--- src/rtl/core/cisd_pkg.sv ---
// ----------------------------------------------------------------------------
// cisd_pkg - shared types and codes of the compressed integer decoder
// Decode kinds, status codes, length codes and the event that the byte
// collector hands to the formatting stage.
// ----------------------------------------------------------------------------
`default_nettype none

package cisd_pkg;

  // Decode kind, sampled on the lead byte; kind 3 is handled as unsigned
  localparam logic [1:0] KIND_UNSIGNED = 2'd0;
  localparam logic [1:0] KIND_SIGNED   = 2'd1;
  localparam logic [1:0] KIND_TOKEN    = 2'd2;

  // Result status
  typedef enum logic [1:0] {
    ST_OK      = 2'd0,
    ST_TRUNC   = 2'd1,
    ST_BADLEAD = 2'd2,
    ST_BADTAG  = 2'd3
  } status_e;

  // Encoded length of the value in progress
  localparam logic [1:0] LEN_1 = 2'd0;
  localparam logic [1:0] LEN_2 = 2'd1;
  localparam logic [1:0] LEN_4 = 2'd2;

  // Widest raw value: 5 lead bits plus three continuation bytes
  localparam int unsigned RawW  = 29;
  // Widest partial value held between bytes
  localparam int unsigned CollW = 21;

  // One completed or failed value, as queued between the two halves
  typedef struct packed {
    logic [RawW-1:0] raw;
    logic [1:0]      kind;
    logic [1:0]      len;
    status_e         status;
  } event_t;

endpackage : cisd_pkg

`default_nettype wire

--- src/rtl/core/cisd_front.sv ---
// ----------------------------------------------------------------------------
// cisd_front - byte collector
// Takes one byte per beat, checks the lead prefix, gathers continuation
// bytes and raises an event when a value completes or fails.
// ----------------------------------------------------------------------------
`default_nettype none

module cisd_front
  import cisd_pkg::*;
(
  input  wire logic       clk_i,
  input  wire logic       rst_ni,
  input  wire logic       in_valid_i,
  output logic            in_ready_o,
  input  wire logic [7:0] data_byte_i,
  input  wire logic [1:0] func_i,
  input  wire logic       range_end_i,
  input  wire logic       q_full_i,
  output logic            push_o,
  output event_t          ev_o
);

  logic [CollW-1:0] coll_q, coll_d;
  logic [1:0]       rem_q, rem_d;
  logic [1:0]       kind_q, kind_d;
  logic [1:0]       len_q, len_d;
  logic [1:0]       rem_dec;
  logic             ev_valid;
  logic             accept;

  assign in_ready_o = ~q_full_i;
  assign accept     = in_valid_i & in_ready_o;
  assign push_o     = accept & ev_valid;

  // Lead / continuation classification and next state
  always_comb begin
    rem_d     = rem_q;
    coll_d    = coll_q;
    kind_d    = kind_q;
    len_d     = len_q;
    rem_dec   = rem_q - 2'd1;
    ev_valid  = 1'b0;
    ev_o.raw    = {coll_q, data_byte_i};
    ev_o.kind   = kind_q;
    ev_o.len    = len_q;
    ev_o.status = ST_OK;
    if (rem_q == 2'd0) begin
      kind_d    = func_i;
      ev_o.kind = func_i;
      ev_o.raw  = RawW'(data_byte_i);
      priority if (!data_byte_i[7]) begin
        len_d    = LEN_1;
        ev_o.len = LEN_1;
        ev_valid = 1'b1;
      end else if (!data_byte_i[6]) begin
        len_d  = LEN_2;
        rem_d  = 2'd1;
        coll_d = CollW'(data_byte_i[5:0]);
      end else if (!data_byte_i[5]) begin
        len_d  = LEN_4;
        rem_d  = 2'd3;
        coll_d = CollW'(data_byte_i[4:0]);
      end else begin
        ev_valid    = 1'b1;
        ev_o.status = ST_BADLEAD;
        rem_d       = 2'd0;
        coll_d      = '0;
      end
      // truncated right after a multi-byte lead
      if (data_byte_i[7] && !(data_byte_i[6] && data_byte_i[5]) && range_end_i) begin
        ev_valid    = 1'b1;
        ev_o.status = ST_TRUNC;
        rem_d       = 2'd0;
        coll_d      = '0;
      end
    end else begin
      rem_d = rem_dec;
      if (rem_dec == 2'd0) begin
        ev_valid = 1'b1;
        coll_d   = '0;
      end else if (range_end_i) begin
        ev_valid    = 1'b1;
        ev_o.status = ST_TRUNC;
        rem_d       = 2'd0;
        coll_d      = '0;
      end else begin
        coll_d = ev_o.raw[CollW-1:0];
      end
    end
  end

  // State advances on each accepted beat
  always_ff @(posedge clk_i or negedge rst_ni) begin
    if (!rst_ni) begin
      coll_q <= '0;
      rem_q  <= 2'd0;
      kind_q <= KIND_UNSIGNED;
      len_q  <= LEN_1;
    end else if (accept) begin
      coll_q <= coll_d;
      rem_q  <= rem_d;
      kind_q <= kind_d;
      len_q  <= len_d;
    end
  end

  // A failed value always returns the collector to the lead state
  assert property (@(posedge clk_i) disable iff (!rst_ni)
    (push_o && (ev_o.status != ST_OK)) |=> (rem_q == 2'd0))
    else $error("collector not back at lead after error");

  // A short value never leaves bytes pending
  assert property (@(posedge clk_i) disable iff (!rst_ni)
    (accept && (rem_q == 2'd0) && !data_byte_i[7]) |=> (rem_q == 2'd0))
    else $error("single-byte value left bytes pending");

  // Four-byte count is only reached from a lead byte
  assert property (@(posedge clk_i) disable iff (!rst_ni)
    (rem_q == 2'd3) |-> (len_q == LEN_4))
    else $error("length code does not match pending count");

endmodule : cisd_front

`default_nettype wire

--- src/rtl/core/cisd_fifo.sv ---
// ----------------------------------------------------------------------------
// cisd_fifo - event queue
// Short queue between the byte collector and the formatting stage so that
// each side stalls on its own.
// ----------------------------------------------------------------------------
`default_nettype none

module cisd_fifo
  import cisd_pkg::*;
#(
  parameter int unsigned Depth = 2
) (
  input  wire logic   clk_i,
  input  wire logic   rst_ni,
  input  wire logic   push_i,
  input  wire event_t wdata_i,
  output logic        full_o,
  input  wire logic   pop_i,
  output logic        valid_o,
  output event_t      rdata_o
);

  localparam int unsigned PtrW = (Depth > 1) ? $clog2(Depth) : 1;
  localparam int unsigned CntW = $clog2(Depth + 1);
  localparam logic [PtrW-1:0] LastPtr = PtrW'(Depth - 1);
  localparam logic [CntW-1:0] FullCnt = CntW'(Depth);

  event_t          mem_q [Depth];
  logic [PtrW-1:0] wr_ptr_q, rd_ptr_q;
  logic [CntW-1:0] count_q;

  assign full_o  = (count_q == FullCnt);
  assign valid_o = (count_q != '0);
  assign rdata_o = mem_q[rd_ptr_q];

  // Storage
  always_ff @(posedge clk_i) begin
    if (push_i) begin
      mem_q[wr_ptr_q] <= wdata_i;
    end
  end

  // Pointers and fill count
  always_ff @(posedge clk_i or negedge rst_ni) begin
    if (!rst_ni) begin
      wr_ptr_q <= '0;
      rd_ptr_q <= '0;
      count_q  <= '0;
    end else begin
      if (push_i) begin
        wr_ptr_q <= (wr_ptr_q == LastPtr) ? '0 : wr_ptr_q + 1'b1;
      end
      if (pop_i) begin
        rd_ptr_q <= (rd_ptr_q == LastPtr) ? '0 : rd_ptr_q + 1'b1;
      end
      unique case ({push_i, pop_i})
        2'b10:   count_q <= count_q + 1'b1;
        2'b01:   count_q <= count_q - 1'b1;
        default: count_q <= count_q;
      endcase
    end
  end

  assert property (@(posedge clk_i) disable iff (!rst_ni) push_i |-> !full_o)
    else $error("push into full queue");

  assert property (@(posedge clk_i) disable iff (!rst_ni) pop_i |-> valid_o)
    else $error("pop from empty queue");

  assert property (@(posedge clk_i) disable iff (!rst_ni)
    (push_i && !pop_i) |=> (count_q == $past(count_q) + 1'b1))
    else $error("fill count missed a push");

endmodule : cisd_fifo

`default_nettype wire

--- src/rtl/core/cisd_back.sv ---
// ----------------------------------------------------------------------------
// cisd_back - result formatter
// Turns a queued event into the final 32-bit pattern and status, held in
// an output register.
// ----------------------------------------------------------------------------
`default_nettype none

module cisd_back
  import cisd_pkg::*;
(
  input  wire logic   clk_i,
  input  wire logic   rst_ni,
  input  wire logic   q_valid_i,
  input  wire event_t q_data_i,
  output logic        pop_o,
  output logic        out_valid_o,
  input  wire logic   out_ready_i,
  output logic [31:0] value_o,
  output logic [1:0]  status_o
);

  // Table codes placed in bits 31:24 of a type token
  localparam logic [7:0] CodeTypeDef  = 8'h02;
  localparam logic [7:0] CodeTypeRef  = 8'h01;
  localparam logic [7:0] CodeTypeSpec = 8'h1B;

  localparam logic [31:0] SignMask1 = 32'hFFFF_FFC0;
  localparam logic [31:0] SignMask2 = 32'hFFFF_E000;
  localparam logic [31:0] SignMask4 = 32'hF000_0000;

  logic        valid_q;
  logic [31:0] value_q, value_d;
  status_e     status_q, status_d;
  logic [31:0] sign_mask;
  logic [7:0]  code;

  assign pop_o       = q_valid_i & (~valid_q | out_ready_i);
  assign out_valid_o = valid_q;
  assign value_o     = value_q;
  assign status_o    = status_q;

  // Sign extension mask by length
  always_comb begin
    unique case (q_data_i.len)
      LEN_1:   sign_mask = SignMask1;
      LEN_2:   sign_mask = SignMask2;
      default: sign_mask = SignMask4;
    endcase
  end

  // Token table lookup
  always_comb begin
    unique case (q_data_i.raw[1:0])
      2'd0:    code = CodeTypeDef;
      2'd1:    code = CodeTypeRef;
      default: code = CodeTypeSpec;
    endcase
  end

  // Final pattern by kind
  always_comb begin
    status_d = q_data_i.status;
    value_d  = 32'(q_data_i.raw);
    if (q_data_i.status != ST_OK) begin
      value_d = '0;
    end else if (q_data_i.kind == KIND_SIGNED) begin
      value_d = 32'(q_data_i.raw[RawW-1:1]) | (q_data_i.raw[0] ? sign_mask : 32'h0);
    end else if (q_data_i.kind == KIND_TOKEN) begin
      if (q_data_i.raw[1:0] == 2'd3) begin
        status_d = ST_BADTAG;
        value_d  = '0;
      end else begin
        value_d = 32'(q_data_i.raw[RawW-1:2]) | {code, 24'h0};
      end
    end
  end

  // Output register
  always_ff @(posedge clk_i or negedge rst_ni) begin
    if (!rst_ni) begin
      valid_q <= 1'b0;
    end else if (pop_o) begin
      valid_q <= 1'b1;
    end else if (out_ready_i) begin
      valid_q <= 1'b0;
    end
  end

  always_ff @(posedge clk_i) begin
    if (pop_o) begin
      value_q  <= value_d;
      status_q <= status_d;
    end
  end

  assert property (@(posedge clk_i) disable iff (!rst_ni)
    (valid_q && (status_q != ST_OK)) |-> (value_q == 32'h0))
    else $error("error result carries a value");

  assert property (@(posedge clk_i) disable iff (!rst_ni) pop_o |=> valid_q)
    else $error("popped event not presented");

  // A stalled beat stays put until taken
  assert property (@(posedge clk_i) disable iff (!rst_ni)
    (valid_q && !out_ready_i) |=> (valid_q && $stable(value_q) && $stable(status_q)))
    else $error("result changed while stalled");

endmodule : cisd_back

`default_nettype wire

--- src/rtl/core/compressed_integer_stream_decoder.sv ---
// ----------------------------------------------------------------------------
// compressed_integer_stream_decoder - compressed integer decoder top level
// Decodes 1, 2 or 4 byte compressed integers from a signature byte stream.
//
// Input channel: one signature byte per beat (data_byte_i), with the decode
// kind func_i (sampled on lead bytes) and range_end_i marking the last byte
// available. Output channel: one beat per completed or failed value, with
// value_o and status_o (0 ok, 1 truncated, 2 bad lead byte, 3 bad tag).
// Bytes that neither complete nor fail a value give no output beat.
// Throughput: one byte per cycle, sustained, while the output is taken.
// The result of the byte that ends a value passes through the event queue
// and then the output register before it appears on value_o and status_o.
// The byte collector and the formatter are parted by a QueueDepth-entry
// queue; when the receiver stalls the queue fills and in_ready_o drops only
// once it is full. Reset returns the collector to the lead-byte state and
// empties the queue and output register.
// ----------------------------------------------------------------------------
`default_nettype none

module compressed_integer_stream_decoder
  import cisd_pkg::*;
#(
  parameter int unsigned QueueDepth = 2
) (
  input  wire logic        clk_i,
  input  wire logic        rst_ni,
  input  wire logic        in_valid_i,
  output logic             in_ready_o,
  input  wire logic [7:0]  data_byte_i,
  input  wire logic [1:0]  func_i,
  input  wire logic        range_end_i,
  output logic             out_valid_o,
  input  wire logic        out_ready_i,
  output logic [31:0]      value_o,
  output logic [1:0]       status_o
);

  event_t push_ev, head_ev;
  logic   push, pop, q_full, q_valid;

  // Byte collector
  cisd_front u_front (
    .clk_i       (clk_i),
    .rst_ni      (rst_ni),
    .in_valid_i  (in_valid_i),
    .in_ready_o  (in_ready_o),
    .data_byte_i (data_byte_i),
    .func_i      (func_i),
    .range_end_i (range_end_i),
    .q_full_i    (q_full),
    .push_o      (push),
    .ev_o        (push_ev)
  );

  // Event queue
  cisd_fifo #(
    .Depth (QueueDepth)
  ) u_fifo (
    .clk_i   (clk_i),
    .rst_ni  (rst_ni),
    .push_i  (push),
    .wdata_i (push_ev),
    .full_o  (q_full),
    .pop_i   (pop),
    .valid_o (q_valid),
    .rdata_o (head_ev)
  );

  // Result formatter and output register
  cisd_back u_back (
    .clk_i       (clk_i),
    .rst_ni      (rst_ni),
    .q_valid_i   (q_valid),
    .q_data_i    (head_ev),
    .pop_o       (pop),
    .out_valid_o (out_valid_o),
    .out_ready_i (out_ready_i),
    .value_o     (value_o),
    .status_o    (status_o)
  );

endmodule : compressed_integer_stream_decoder

`default_nettype wire

--- config.mk ---
export PLATFORM = sky130hd
export DESIGN_NAME = compressed_integer_stream_decoder
export DESIGN_NICKNAME = d
export VERILOG_FILES = /design/src/rtl/core/cisd_pkg.sv /design/src/rtl/core/cisd_front.sv /design/src/rtl/core/cisd_fifo.sv /design/src/rtl/core/cisd_back.sv /design/src/rtl/core/compressed_integer_stream_decoder.sv
export SDC_FILE = /design/constraint.sdc
export NUM_CORES = 1
export LEC_CHECK = 0
export BUFFER_PORTS_ARGS = -buffer_cell sky130_fd_sc_hd__buf_2
export CORE_MARGIN = 3
export CORE_UTILIZATION = 48
export DETAILED_ROUTE_END_ITERATION = 16
export PLACE_DENSITY = 0.73
export SYNTH_ARGS = -nofsm -noshare
export SYNTH_HDL_FRONTEND = slang
export SYNTH_SLANG_ARGS = --single-unit
--- constraint.sdc ---
create_clock -name clk_i -period 4.5 [get_ports clk_i]
set_input_delay 0.45 -clock clk_i [delete_from_list [all_inputs] [get_ports clk_i]]
set_output_delay 0.45 -clock clk_i [all_outputs]
set_load 0.1 [all_outputs]
==> results of run 1 <==
[worst register-to-register path, stage by stage (launching register included)]
cell,delay [ns]
sky130_fd_sc_hd__dfrtp_1,1.01
sky130_fd_sc_hd__mux2_2,0.47
sky130_fd_sc_hd__a22oi_4,0.57
sky130_fd_sc_hd__a221oi_1,0.23
sky130_fd_sc_hd__a211oi_1,0.28
[flip-flops by register name (all words and copies together) (netlist names)]
register	cells
u_back.out_valid_o	1
u_back.status_o	2
u_back.value_o	30
u_fifo.count_q	2
u_fifo.mem_q	70
u_fifo.rd_ptr_q	1
u_fifo.wr_ptr_q	1
u_front.coll_q	21
u_front.kind_q	2
u_front.len_q	2
u_front.rem_q	2
[cell usage in the layout (no fill, tap or decap), drive strengths merged, types with 2 or more instances in the layout]
master  instances
nand2b          4
clkbuf         26
nor3            4
a22o            6
mux2           33
dfrtp          32
inv            14
mux2i           5
edfxtp        102
xor2            2
nor2b          21
nand2          37
nand3b          2
nor2           28
clkinv          5
o21ai          41
a21oi           9
xnor2           3
a211oi         11
nand3           3
ha              3
a221oi         25
and2            4
buf            58
[area by class of cell]
| class | instances | area, sq um |
|---|---|---|
| fillers | 925 | 4920 |
| flip-flops and latches | 134 | 3860 |
| multi-input cells | 260 | 1780 |
| clock buffers | 26 | 499 |
| repair buffers | 58 | 310 |
| well taps | 143 | 179 |
| clock inverters | 6 | 52.6 |
| inverters | 14 | 52.6 |
[kinds of logic (layout without fill, tap and decap cells)]
logic type,Yosys count,after routing,share of synthesized area [%]
simple gates,110,110,9.27
mux,38,38,7.23
flops,134,134,66.3
xor+xnor,5,5,0.751
fa+ha+maj,3,3,0.644
buf+inv,42,104,3.46
compound gates,104,104,12.4
[worst max path at each step]
| stage | slack (ns) | end | from |
|---|---|---|---|
| after global routing | 1.52 | u_back.value_o[11] | u_fifo.rd_ptr_q |
| after CTS | 1.77 | u_back.value_o[10] | u_fifo.rd_ptr_q |
| after detailed placement | 1.80 | u_back.value_o[10] | u_fifo.rd_ptr_q |
| final | 1.76 | u_back.value_o[8] | u_fifo.rd_ptr_q |
| after global placement | 1.91 | u_back.value_o[10] | u_fifo.rd_ptr_q |
| after floorplan | 0.87 | u_fifo.mem_q[0][0] | u_fifo.count_q[0] |
[layer usage]
metal  vias up  routed length (microns)
met5         -                        0
met4         0                      230
met3        21                      580
met2       143                     5430
met1      1784                     5480
li1       1733                        -
[synthesized netlist by cell type, drive strengths merged (4+ instances only)]
cell,count,area share [%]
a22o,6,0.90
inv,14,0.90
clkbuf,14,0.90
nand2,37,2.4
a21oi,9,0.77
and2,4,0.43
buf,14,1.7
a211oi,11,1.4
nand2b,4,0.43
o21ai,41,3.5
nor2,28,1.8
a221oi,25,3.8
nor2b,21,2.3
mux2i,5,0.86
nor3,4,0.43
mux2,33,6.4
edfxtp,102,53
dfrtp,32,14
[per-stage QoR]
step | std cells | hold WS [ns] | utilization, % | setup slack [ns] | cell area, sq um
after floorplan | 436 | 0.154 | - | 0.872 | 5830
after detailed placement | 609 | 0.474 | 53.0 | 1.80 | 6190
final | 641 | 0.112 | 57.8 | 1.76 | 6740
after CTS | 641 | 0.126 | 57.8 | 1.77 | 6740
after global routing | 641 | 0.151 | 57.8 | 1.52 | 6740
after global placement | 609 | 0.455 | 53.0 | 1.91 | 6190
==> metrics.txt, run 1 <==
# TYPE chip_impl_metric gauge
chip_impl_metric{name="period_utilization",unit="%"} 60.9
chip_impl_metric{name="place.port_buffers",unit=""} 50
chip_impl_info{name="crit-reg2reg-capture",value="u_back.value_o[8]"} 1
chip_impl_metric{name="first_global_vias",unit=""} 3610
chip_impl_metric{name="clk_path_buf_depth",unit=""} 2
chip_impl_metric{name="grtUsageTotal",unit="%"} 18.8
chip_impl_info{name="criticalPathCategory",value="register to register"} 1
chip_impl_info{name="clock_tree_from_tritoncts",value="done"} 1
chip_impl_metric{name="path_clk_slew",unit="ns"} 0.05
chip_impl_metric{name="grt_pass1_wl",unit="microns"} 18900
chip_impl_metric{name="grtUsageMet1",unit="%"} 25.8
chip_impl_metric{name="drv_cap",unit=""} 0
chip_impl_metric{name="yosys_warnings",unit=""} 0
chip_impl_metric{name="drive_gt1_share",unit="%"} 24.9
chip_impl_metric{name="antenna_found_initial",unit=""} 0
chip_impl_metric{name="number_of_buffers_added_by_the_clock_tree_synthesis_step",unit=""} 17
chip_impl_info{name="run_status",value="finished clean"} 1
chip_impl_metric{name="via_count",unit=""} 3681
chip_impl_metric{name="die_area",unit="sq um"} 13500
chip_impl_metric{name="drt.antenna.violating_nets",unit=""} 0
chip_impl_metric{name="postSynthNetCount",unit=""} 454
chip_impl_metric{name="syn_area_per_cell",unit="sq um"} 13.4
chip_impl_metric{name="layout_min_cycle_time",unit="ns"} 2.74
chip_impl_metric{name="globalRoute.totalOverflow",unit=""} 0
chip_impl_metric{name="grt_start_max_net_pins",unit=""} 42
chip_impl_metric{name="finClkSkew",unit="ns"} 0.0127
chip_impl_metric{name="slew_headroom",unit="%"} 24.2
chip_impl_info{name="ys_dominant_reg_cell",value="sky130_fd_sc_hd__edfxtp_1"} 1
chip_impl_metric{name="drt_iter0_markers",unit=""} 324
chip_impl_info{name="busiest_layer",value="met2"} 1
chip_impl_metric{name="drc",unit=""} 0
chip_impl_metric{name="drt_pre_antenna_iters",unit=""} 5
chip_impl_metric{name="rrSetupSlack",unit="ns"} 1.76
chip_impl_metric{name="critPathBufInv",unit=""} 0
chip_impl_metric{name="design.final.nets",unit=""} 503
chip_impl_info{name="worst_path_top_cell_family_by_delay",value="compound AO/OA/AOI/OAI gates"} 1
chip_impl_metric{name="max_slew.worst_pin.slew",unit="ns"} 1.13
chip_impl_metric{name="fraction_of_met2_tracks_used_by_global_routing",unit="%"} 28.5
chip_impl_metric{name="routed_wire_length_per_instance",unit="microns"} 18.3
chip_impl_metric{name="achievable-frequency",unit="MHz"} 365
chip_impl_metric{name="setup_viol_count_final",unit=""} 0
chip_impl_metric{name="synth.cell_area",unit="sq um"} 5830
chip_impl_metric{name="netlist_instances",unit=""} 436
chip_impl_metric{name="total_inserted_antenna_cells",unit=""} 0
chip_impl_metric{name="slew_viol_final",unit=""} 0
chip_impl_metric{name="drt_wl_total",unit="microns"} 11700
chip_impl_metric{name="dieWidth",unit="microns"} 116
chip_impl_info{name="grt_setup_unrepaired",value="false"} 1
chip_impl_info{name="setup.worst_path.start_class",value="register"} 1
chip_impl_metric{name="fin_setup_tns",unit="ns"} 0
chip_impl_metric{name="cts-htree-levels",unit=""} 4
chip_impl_metric{name="crit_fanout",unit=""} 27
chip_impl_metric{name="critical_path_cell_count",unit=""} 4
chip_impl_metric{name="detailedPlacementHpwl",unit="microns"} 7710
chip_impl_metric{name="boundaryPins",unit=""} 51
chip_impl_metric{name="finalWeightedCongestion",unit=""} 0.851
chip_impl_metric{name="postcts_setup_bufs",unit=""} 0
chip_impl_info{name="path_cells",value="mux2_2 > a22oi_4 > a221oi_1 > a211oi_1"} 1
chip_impl_info{name="crit_slowest_cell",value="sky130_fd_sc_hd__dfrtp_1"} 1
chip_impl_metric{name="clk-insertion-delay-late",unit="ns"} 0.41
chip_impl_metric{name="worst_ep_required_time",unit="ns"} 4.73
chip_impl_metric{name="die-height",unit="microns"} 116
chip_impl_metric{name="grtUsageMet3",unit="%"} 4.72
chip_impl_metric{name="hold_viol",unit=""} 0
chip_impl_metric{name="slowest_delay",unit="ns"} 1.01
chip_impl_info{name="r2r_start",value="u_fifo.rd_ptr_q"} 1
chip_impl_metric{name="ys_types",unit=""} 46
chip_impl_metric{name="floorplan.initialDensity",unit="%"} 50.0
chip_impl_metric{name="layout-area-overhead-vs-synth",unit="%"} 15.6
chip_impl_metric{name="cp_data_arrival_time",unit="ns"} 2.97
chip_impl_metric{name="synth-seq-area-share",unit="%"} 66.3
chip_impl_metric{name="route.detailed.vias_per_inst",unit=""} 5.74
chip_impl_info{name="worstSetupEndpointType",value="register"} 1
chip_impl_info{name="cts.root.buffer_cell",value="sky130_fd_sc_hd__clkbuf_16"} 1
chip_impl_metric{name="std_cell_rows",unit=""} 39
chip_impl_metric{name="synth-seq-cells",unit=""} 134
chip_impl_metric{name="synth_edf_count",unit=""} 102
chip_impl_metric{name="ctsResizeCount",unit=""} 0
chip_impl_metric{name="rr_worst_depth",unit=""} 4
chip_impl_info{name="worstHoldPathType",value="input pin to asynchronous set/reset pin"} 1
chip_impl_metric{name="async_flop_share",unit="%"} 23.9
chip_impl_metric{name="clkSinkCount",unit=""} 134
chip_impl_metric{name="holdBufCountCts",unit=""} 0
chip_impl_metric{name="core_footprint",unit="sq um"} 11700
Power of run 1 is not shown: default switching activity piles up to over one toggle a cycle in this logic, so the estimate is an artifact.
==> run 2: changes to the inputs <==
Settings changed: ABC_AREA set to 1, PLACE_DENSITY 0.73 to 0.76.
Clock period 4.5 ns to 2.5 ns, I/O delays scaled along.
==> run 2 against run 1 <==
Effect of this change: area after synthesis grew 6.8%; register-to-register slack lost 1.4 ns; cell area grew 7.1%; global-route usage grew 0.36 points; worst setup slack lost 1.4 ns; critical path depth grew 5; die area grew 6.5%; worst hold slack lost 0.032 ns; sequential share of layout area shrank 3.8 points; highest routed layer unchanged.
==> metrics.txt, run 2 <==
# TYPE chip_impl_metric gauge
chip_impl_metric{name="grt_start_max_net_pins",unit=""} 47
chip_impl_metric{name="drt_iter0_markers",unit=""} 441
chip_impl_metric{name="detailedPlacementHpwl",unit="microns"} 8710
chip_impl_metric{name="clk_path_buf_depth",unit=""} 2
chip_impl_metric{name="dieWidth",unit="microns"} 120
chip_impl_metric{name="drt.antenna.violating_nets",unit=""} 0
chip_impl_metric{name="worst_hold_path.num_cells",unit=""} 1
chip_impl_metric{name="setup_viol_count_final",unit=""} 0
chip_impl_info{name="crit-reg2reg-capture",value="u_fifo.count_q[1]"} 1
chip_impl_metric{name="floorplan.initialDensity",unit="%"} 50.4
chip_impl_metric{name="netlist.area_leader.share",unit="%"} 49.2
chip_impl_metric{name="critPathBufInv",unit=""} 2
chip_impl_metric{name="rrSetupSlack",unit="ns"} 0.38
chip_impl_metric{name="design.final.nets",unit=""} 718
chip_impl_info{name="worst_hold_startpoint",value="data_byte_i[2]"} 1
chip_impl_metric{name="max_slew.worst_pin.slew",unit="ns"} 0.760
chip_impl_metric{name="fin_setup_tns",unit="ns"} 0
chip_impl_metric{name="netlist_instances",unit=""} 650
chip_impl_metric{name="worst_ep_required_time",unit="ns"} 2.79
chip_impl_metric{name="grt_pass1_wl",unit="microns"} 21700
chip_impl_info{name="worstSetupEndpointType",value="register"} 1
chip_impl_info{name="setup.worst_path.start_class",value="register"} 1
chip_impl_metric{name="grtUsageTotal",unit="%"} 19.1
chip_impl_metric{name="drc",unit=""} 0
chip_impl_metric{name="async_flop_share",unit="%"} 23.9
chip_impl_metric{name="synth_edf_count",unit=""} 102
chip_impl_info{name="run_status",value="finished clean"} 1
chip_impl_info{name="path_cells",value="inv_1 > ha_1 > nor3_1 > inv_1 > nand3_1 > ha_1 > a21oi_1 > o21ai_0 > xnor2_1"} 1
chip_impl_metric{name="finalWeightedCongestion",unit=""} 0.868
chip_impl_metric{name="crit_fanout",unit=""} 5
chip_impl_metric{name="period_utilization",unit="%"} 84.7
chip_impl_metric{name="yosys_warnings",unit=""} 0
chip_impl_metric{name="slowest_delay",unit="ns"} 0.37
chip_impl_info{name="synth.most_common_cell",value="sky130_fd_sc_hd__nand2_1"} 1
chip_impl_info{name="r2r_start",value="u_front.rem_q[0]"} 1
chip_impl_info{name="cts.root.buffer_cell",value="sky130_fd_sc_hd__clkbuf_16"} 1
chip_impl_metric{name="slew_headroom",unit="%"} 49.2
chip_impl_metric{name="path_clk_slew",unit="ns"} 0.06
chip_impl_metric{name="drv_cap",unit=""} 0
chip_impl_metric{name="number_of_buffers_added_by_the_clock_tree_synthesis_step",unit=""} 17
chip_impl_metric{name="postSynthNetCount",unit=""} 668
chip_impl_metric{name="via_count",unit=""} 4481
chip_impl_metric{name="antenna_found_initial",unit=""} 0
chip_impl_info{name="crit_slowest_cell",value="sky130_fd_sc_hd__dfrtp_1"} 1
chip_impl_info{name="synth_largest_area_cell",value="sky130_fd_sc_hd__edfxtp_1"} 1
chip_impl_metric{name="hold_viol",unit=""} 0
chip_impl_metric{name="synth.cell_area",unit="sq um"} 6230
chip_impl_metric{name="syn_area_per_cell",unit="sq um"} 9.58
chip_impl_info{name="worstHoldPathType",value="input pin to register"} 1
chip_impl_metric{name="clk-insertion-delay-late",unit="ns"} 0.41
chip_impl_info{name="final_cell_mix",value="sky130_fd_sc_hd__nand2_1, sky130_fd_sc_hd__nor2_1, sky130_fd_sc_hd__edfxtp_1"} 1
chip_impl_info{name="layout.cells.most_common",value="sky130_fd_sc_hd__nand2_1"} 1
chip_impl_metric{name="finClkSkew",unit="ns"} 0.00751
chip_impl_metric{name="place.port_buffers",unit=""} 50
chip_impl_metric{name="first_global_vias",unit=""} 4397
chip_impl_metric{name="drt_pre_antenna_iters",unit=""} 5
chip_impl_metric{name="drt_wl_total",unit="microns"} 13000
chip_impl_info{name="hold_path_end",value="u_fifo.mem_q[1][8]"} 1
chip_impl_info{name="yosys-top-cells-area",value="sky130_fd_sc_hd__edfxtp_1, sky130_fd_sc_hd__dfrtp_1, sky130_fd_sc_hd__nand2_1"} 1
chip_impl_info{name="clock_tree_from_tritoncts",value="done"} 1
chip_impl_info{name="worst_path_top_cell_family_by_delay",value="adder cells"} 1
chip_impl_metric{name="synth-seq-area-share",unit="%"} 62.0
chip_impl_metric{name="achievable-frequency",unit="MHz"} 472
chip_impl_metric{name="clkSinkCount",unit=""} 134
chip_impl_info{name="largest_register_by_flop_count",value="u_fifo.mem_q"} 1
chip_impl_metric{name="slew_viol_final",unit=""} 0
chip_impl_info{name="yosys-top-cells-count",value="sky130_fd_sc_hd__nand2_1, sky130_fd_sc_hd__nor2_1, sky130_fd_sc_hd__edfxtp_1"} 1
chip_impl_metric{name="drive_gt1_share",unit="%"} 16.7
chip_impl_metric{name="cts-htree-levels",unit=""} 4
chip_impl_info{name="criticalPathCategory",value="register to register"} 1
chip_impl_metric{name="boundaryPins",unit=""} 51
chip_impl_metric{name="ys_types",unit=""} 34
chip_impl_metric{name="postcts_setup_bufs",unit=""} 0
chip_impl_metric{name="rr_worst_depth",unit=""} 9
chip_impl_metric{name="cp_data_arrival_time",unit="ns"} 2.41
chip_impl_metric{name="std_cell_rows",unit=""} 40
chip_impl_metric{name="synth-seq-cells",unit=""} 134
chip_impl_metric{name="flip_flop_count_of_the_largest_register_all_copies_and_words_added",unit=""} 70
chip_impl_info{name="ys_dominant_reg_cell",value="sky130_fd_sc_hd__edfxtp_1"} 1
chip_impl_metric{name="die_area",unit="sq um"} 14400
chip_impl_metric{name="layout-area-overhead-vs-synth",unit="%"} 15.9
chip_impl_metric{name="route.detailed.vias_per_inst",unit=""} 5.09
chip_impl_info{name="grt_setup_unrepaired",value="false"} 1
chip_impl_metric{name="routed_wire_length_per_instance",unit="microns"} 14.8
chip_impl_metric{name="core_footprint",unit="sq um"} 12400
chip_impl_metric{name="layout_min_cycle_time",unit="ns"} 2.12
chip_impl_metric{name="total_inserted_antenna_cells",unit=""} 0
chip_impl_metric{name="die-height",unit="microns"} 120
chip_impl_metric{name="globalRoute.totalOverflow",unit=""} 0
-- run 2: final cells by class --
cell class | count | area (sq um)
inverters | 61 | 234
repair buffers | 61 | 360
flip-flops and latches | 134 | 3860
clock inverters | 8 | 47.5
well taps | 168 | 210
clock buffers | 24 | 578
fillers | 1004 | 5140
multi-input cells | 425 | 1920
-- run 2: what timing repair did --
item,in CTS,in global routing
hold endpoints to repair,32,0
resized for setup,0,0
hold buffers,1,0
-- run 2: cells by family after synthesis --
kind of cell	synth area share [%]
xor gates and xnor gates	0.563
adders and majority gates	0.603
and+or+nand+nor	22.8
buffers and inverters	7.33
DFF	62.0
AOI/OAI and AO/OA	6.63
-- run 2: metrics by stage --
| step | worst slack [ns] | hold WS [ns] | instances | util, % | area [sq um] |
|---|---|---|---|---|---|
| floorplan | 0.0488 | -0.0456 | 650 | - | 6250 |
| global placement | 0.511 | 0.340 | 848 | 53.3 | 6580 |
| detailed placement | 0.407 | 0.351 | 848 | 53.3 | 6580 |
| CTS | 0.391 | 0.0578 | 881 | 58.4 | 7220 |
| global route | 0.212 | 0.0637 | 881 | 58.4 | 7220 |
| finish | 0.383 | 0.0797 | 881 | 58.4 | 7220 |
-- run 2: per-layer routing --
metal	global-route usage (%)	vias up	part of all wire, %
li1	-	2206	-
met1	25.3	2111	44
met2	31.6	147	50
met3	4.01	17	4.6
met4	6.30	0	1.4
met5	0	-	0
-- run 2: worst max-delay path by stage --
| stage | start | endpoint | depth (start not counted) |
|---|---|---|---|
| finish | u_front.rem_q[0] | u_fifo.count_q[1] | 9 |
| detailed placement | u_front.rem_q[0] | u_fifo.count_q[1] | 9 |
| global route | u_front.rem_q[0] | u_fifo.count_q[1] | 9 |
| CTS | u_front.rem_q[0] | u_fifo.count_q[1] | 9 |
| floorplan | u_back.out_valid_o | u_fifo.count_q[1] | 9 |
| global placement | u_fifo.rd_ptr_q | u_back.value_o[26] | 8 |
Power of run 2 is left out for the same reason.
==> run 3: changes to the inputs <==
Settings changed: ABC_AREA 1 to 0, PLACE_DENSITY 0.76 to 0.73.
Clock period 2.5 ns to 2.2 ns, I/O delays scaled along.
==> run 3 against run 2 <==
Effect of this change: sequential share of layout area grew 2.5 points; non-clock buffer count up 6; wire length is 11% lower; first-iteration DRC count shrank 29%; via count down 18%; count of clock-buffer cells in the layout fell by 4; clock skew decreased by 0.0036 ns; maximum frequency increased by 0.48%; worst hold slack got worse by 0.052 ns; largest cell class unchanged.
==> metrics.txt, run 3 (synthesis gave the netlist of run 1 again) <==
# TYPE chip_impl_metric gauge
chip_impl_info{name="run_status",value="finished clean"} 1
chip_impl_info{name="clock_tree_from_tritoncts",value="done"} 1
chip_impl_metric{name="place.port_buffers",unit=""} 50
chip_impl_metric{name="core_footprint",unit="sq um"} 11700
chip_impl_metric{name="die-height",unit="microns"} 116
chip_impl_metric{name="design.final.nets",unit=""} 512
chip_impl_metric{name="hold_viol",unit=""} 0
chip_impl_metric{name="grt_start_max_net_pins",unit=""} 37
chip_impl_info{name="final_cell_mix",value="sky130_fd_sc_hd__edfxtp_1, sky130_fd_sc_hd__buf_2, sky130_fd_sc_hd__o21ai_0"} 1
chip_impl_metric{name="cts-htree-levels",unit=""} 4
chip_impl_metric{name="max_slew.worst_pin.slew",unit="ns"} 0.753
chip_impl_metric{name="die_area",unit="sq um"} 13500
chip_impl_info{name="largest_register_by_flop_count",value="u_fifo.mem_q"} 1
chip_impl_metric{name="setup_viol_count_final",unit=""} 0
chip_impl_metric{name="setup_ws",unit="ns"} 0.0933
chip_impl_info{name="criticalPathCategory",value="register to register"} 1
chip_impl_metric{name="placement.setup.worst_slack",unit="ns"} 0.0854
chip_impl_metric{name="boundaryPins",unit=""} 51
chip_impl_info{name="worstHoldPathType",value="input pin to register"} 1
chip_impl_metric{name="final.fill_count",unit=""} 888
chip_impl_metric{name="std_cell_rows",unit=""} 39
chip_impl_metric{name="fraction_of_met2_tracks_used_by_global_routing",unit="%"} 27.4
chip_impl_metric{name="cp_data_arrival_time",unit="ns"} 2.24
chip_impl_metric{name="drc",unit=""} 0
chip_impl_metric{name="finalWeightedCongestion",unit=""} 0.866
chip_impl_metric{name="slew_viol_final",unit=""} 0
chip_impl_metric{name="drt_pre_antenna_iters",unit=""} 5
chip_impl_metric{name="clkSinkCount",unit=""} 134
chip_impl_info{name="worstSetupEndpointType",value="register"} 1
chip_impl_metric{name="floorplan.initialDensity",unit="%"} 50.0
chip_impl_metric{name="postcts_setup_bufs",unit=""} 0
chip_impl_metric{name="clk_path_buf_depth",unit=""} 2
chip_impl_metric{name="first_global_vias",unit=""} 3633
chip_impl_metric{name="drt.antenna.violating_nets",unit=""} 0
chip_impl_metric{name="clk-insertion-delay-late",unit="ns"} 0.41
chip_impl_metric{name="globalRoute.totalOverflow",unit=""} 0
chip_impl_metric{name="grtUsageMet3",unit="%"} 4.87
chip_impl_info{name="cts.root.buffer_cell",value="sky130_fd_sc_hd__clkbuf_16"} 1
chip_impl_metric{name="crit_fanout",unit=""} 31
chip_impl_metric{name="layout_min_cycle_time",unit="ns"} 2.11
chip_impl_metric{name="fin_setup_tns",unit="ns"} 0
chip_impl_metric{name="routed_wire_length_per_instance",unit="microns"} 17.9
chip_impl_metric{name="flip_flop_count_of_the_largest_register_all_copies_and_words_added",unit=""} 70
chip_impl_metric{name="drive_gt1_share",unit="%"} 26.6
chip_impl_metric{name="drt_wl_total",unit="microns"} 11600
chip_impl_metric{name="layout-area-overhead-vs-synth",unit="%"} 18.3
chip_impl_info{name="busiest_layer",value="met2"} 1
chip_impl_metric{name="number_of_buffers_added_by_the_clock_tree_synthesis_step",unit=""} 17
chip_impl_metric{name="post_layout_nonfiller_instances",unit=""} 650
chip_impl_metric{name="dieWidth",unit="microns"} 116
chip_impl_metric{name="finalInstanceArea",unit="sq um"} 6900
chip_impl_metric{name="drv_cap",unit=""} 0
chip_impl_info{name="layout.cells.most_common",value="sky130_fd_sc_hd__edfxtp_1"} 1
chip_impl_metric{name="achievable-frequency",unit="MHz"} 475
chip_impl_metric{name="place_inst",unit=""} 615
chip_impl_metric{name="worst_ep_required_time",unit="ns"} 2.34
chip_impl_metric{name="period_utilization",unit="%"} 95.8
chip_impl_metric{name="detailedPlacementHpwl",unit="microns"} 7800
chip_impl_metric{name="grt_pass1_wl",unit="microns"} 18800
chip_impl_metric{name="total_inserted_antenna_cells",unit=""} 0
chip_impl_metric{name="grtUsageTotal",unit="%"} 18.7
chip_impl_info{name="setup.worst_path.start_class",value="register"} 1
chip_impl_metric{name="drt_iter0_markers",unit=""} 312
chip_impl_metric{name="finClkSkew",unit="ns"} 0.00392
chip_impl_metric{name="antenna_found_initial",unit=""} 0
chip_impl_metric{name="route.detailed.vias_per_inst",unit=""} 5.64
chip_impl_metric{name="via_count",unit=""} 3669
chip_impl_metric{name="detailed_place.area",unit="sq um"} 6280
chip_impl_metric{name="slew_headroom",unit="%"} 49.8
chip_impl_metric{name="path_clk_slew",unit="ns"} 0.05
chip_impl_metric{name="grtUsageMet1",unit="%"} 25.9
run 3: area by class of cell:
cell class                      instances  area [sq um]  share of cell area, %
Clock buffer                           20           447                   6.48
Timing Repair Buffer                   67           410                   5.95
Clock inverter                         12           135                   1.96
Multi-Input combinational cell        260          1810                   26.2
Tap cell                              143           179                   2.59
Sequential cell                       134          3860                   56.0
Inverter                               14          52.6                  0.762
run 3: path summary, 6_finish.rpt:
check	startpoint	endpoint	slack [ns]	depth (start not counted)
setup / recovery	u_fifo.rd_ptr_q	u_back.value_o[0]	0.09	5
hold / removal	data_byte_i[0]	u_fifo.mem_q[1][6]	0.03	1
setup reg to reg	u_fifo.rd_ptr_q	u_back.value_o[0]	0.09	5
max in group asynchronous	rst_ni	u_back.out_valid_o	1.26	2
hold reg to reg	u_front.coll_q[20]	u_front.coll_q[20]	0.47	2
min in group asynchronous	rst_ni	u_front.rem_q[1]	0.41	2
run 3: repair_timing:
action	in CTS	in global routing
gates resized for setup	0	2
hold endpoints to repair	35	0
endpoints found under the setup margin	0	7
hold buffers	3	0
run 3: routing by layer:
layer / wire (microns) / up-vias / part of all wire, %
met5: 0 / - / 0
met4: 295 / 0 / 2.5
met3: 671 / 22 / 5.8
met2: 5290 / 133 / 46
met1: 5360 / 1759 / 46
li1: - / 1755 / -
run 3: worst max-delay path, cell delays in order (launching register included):
cell,delay (ns)
sky130_fd_sc_hd__dfrtp_1,0.50
sky130_fd_sc_hd__or3b_1,0.47
sky130_fd_sc_hd__and2_0,0.17
sky130_fd_sc_hd__buf_4,0.23
sky130_fd_sc_hd__a221oi_1,0.36
sky130_fd_sc_hd__a211oi_1,0.10
run 3: metrics by stage:
step | hold WS [ns] | utilization [%]
after global routing | 0.0163 | 59.1
final | 0.0280 | 59.1
after floorplan | -0.0756 | -
after global placement | 0.330 | 53.8
after detailed placement | 0.340 | 53.8
after CTS | 0.00413 | 59.1
Power of run 3 is left out for the same reason.
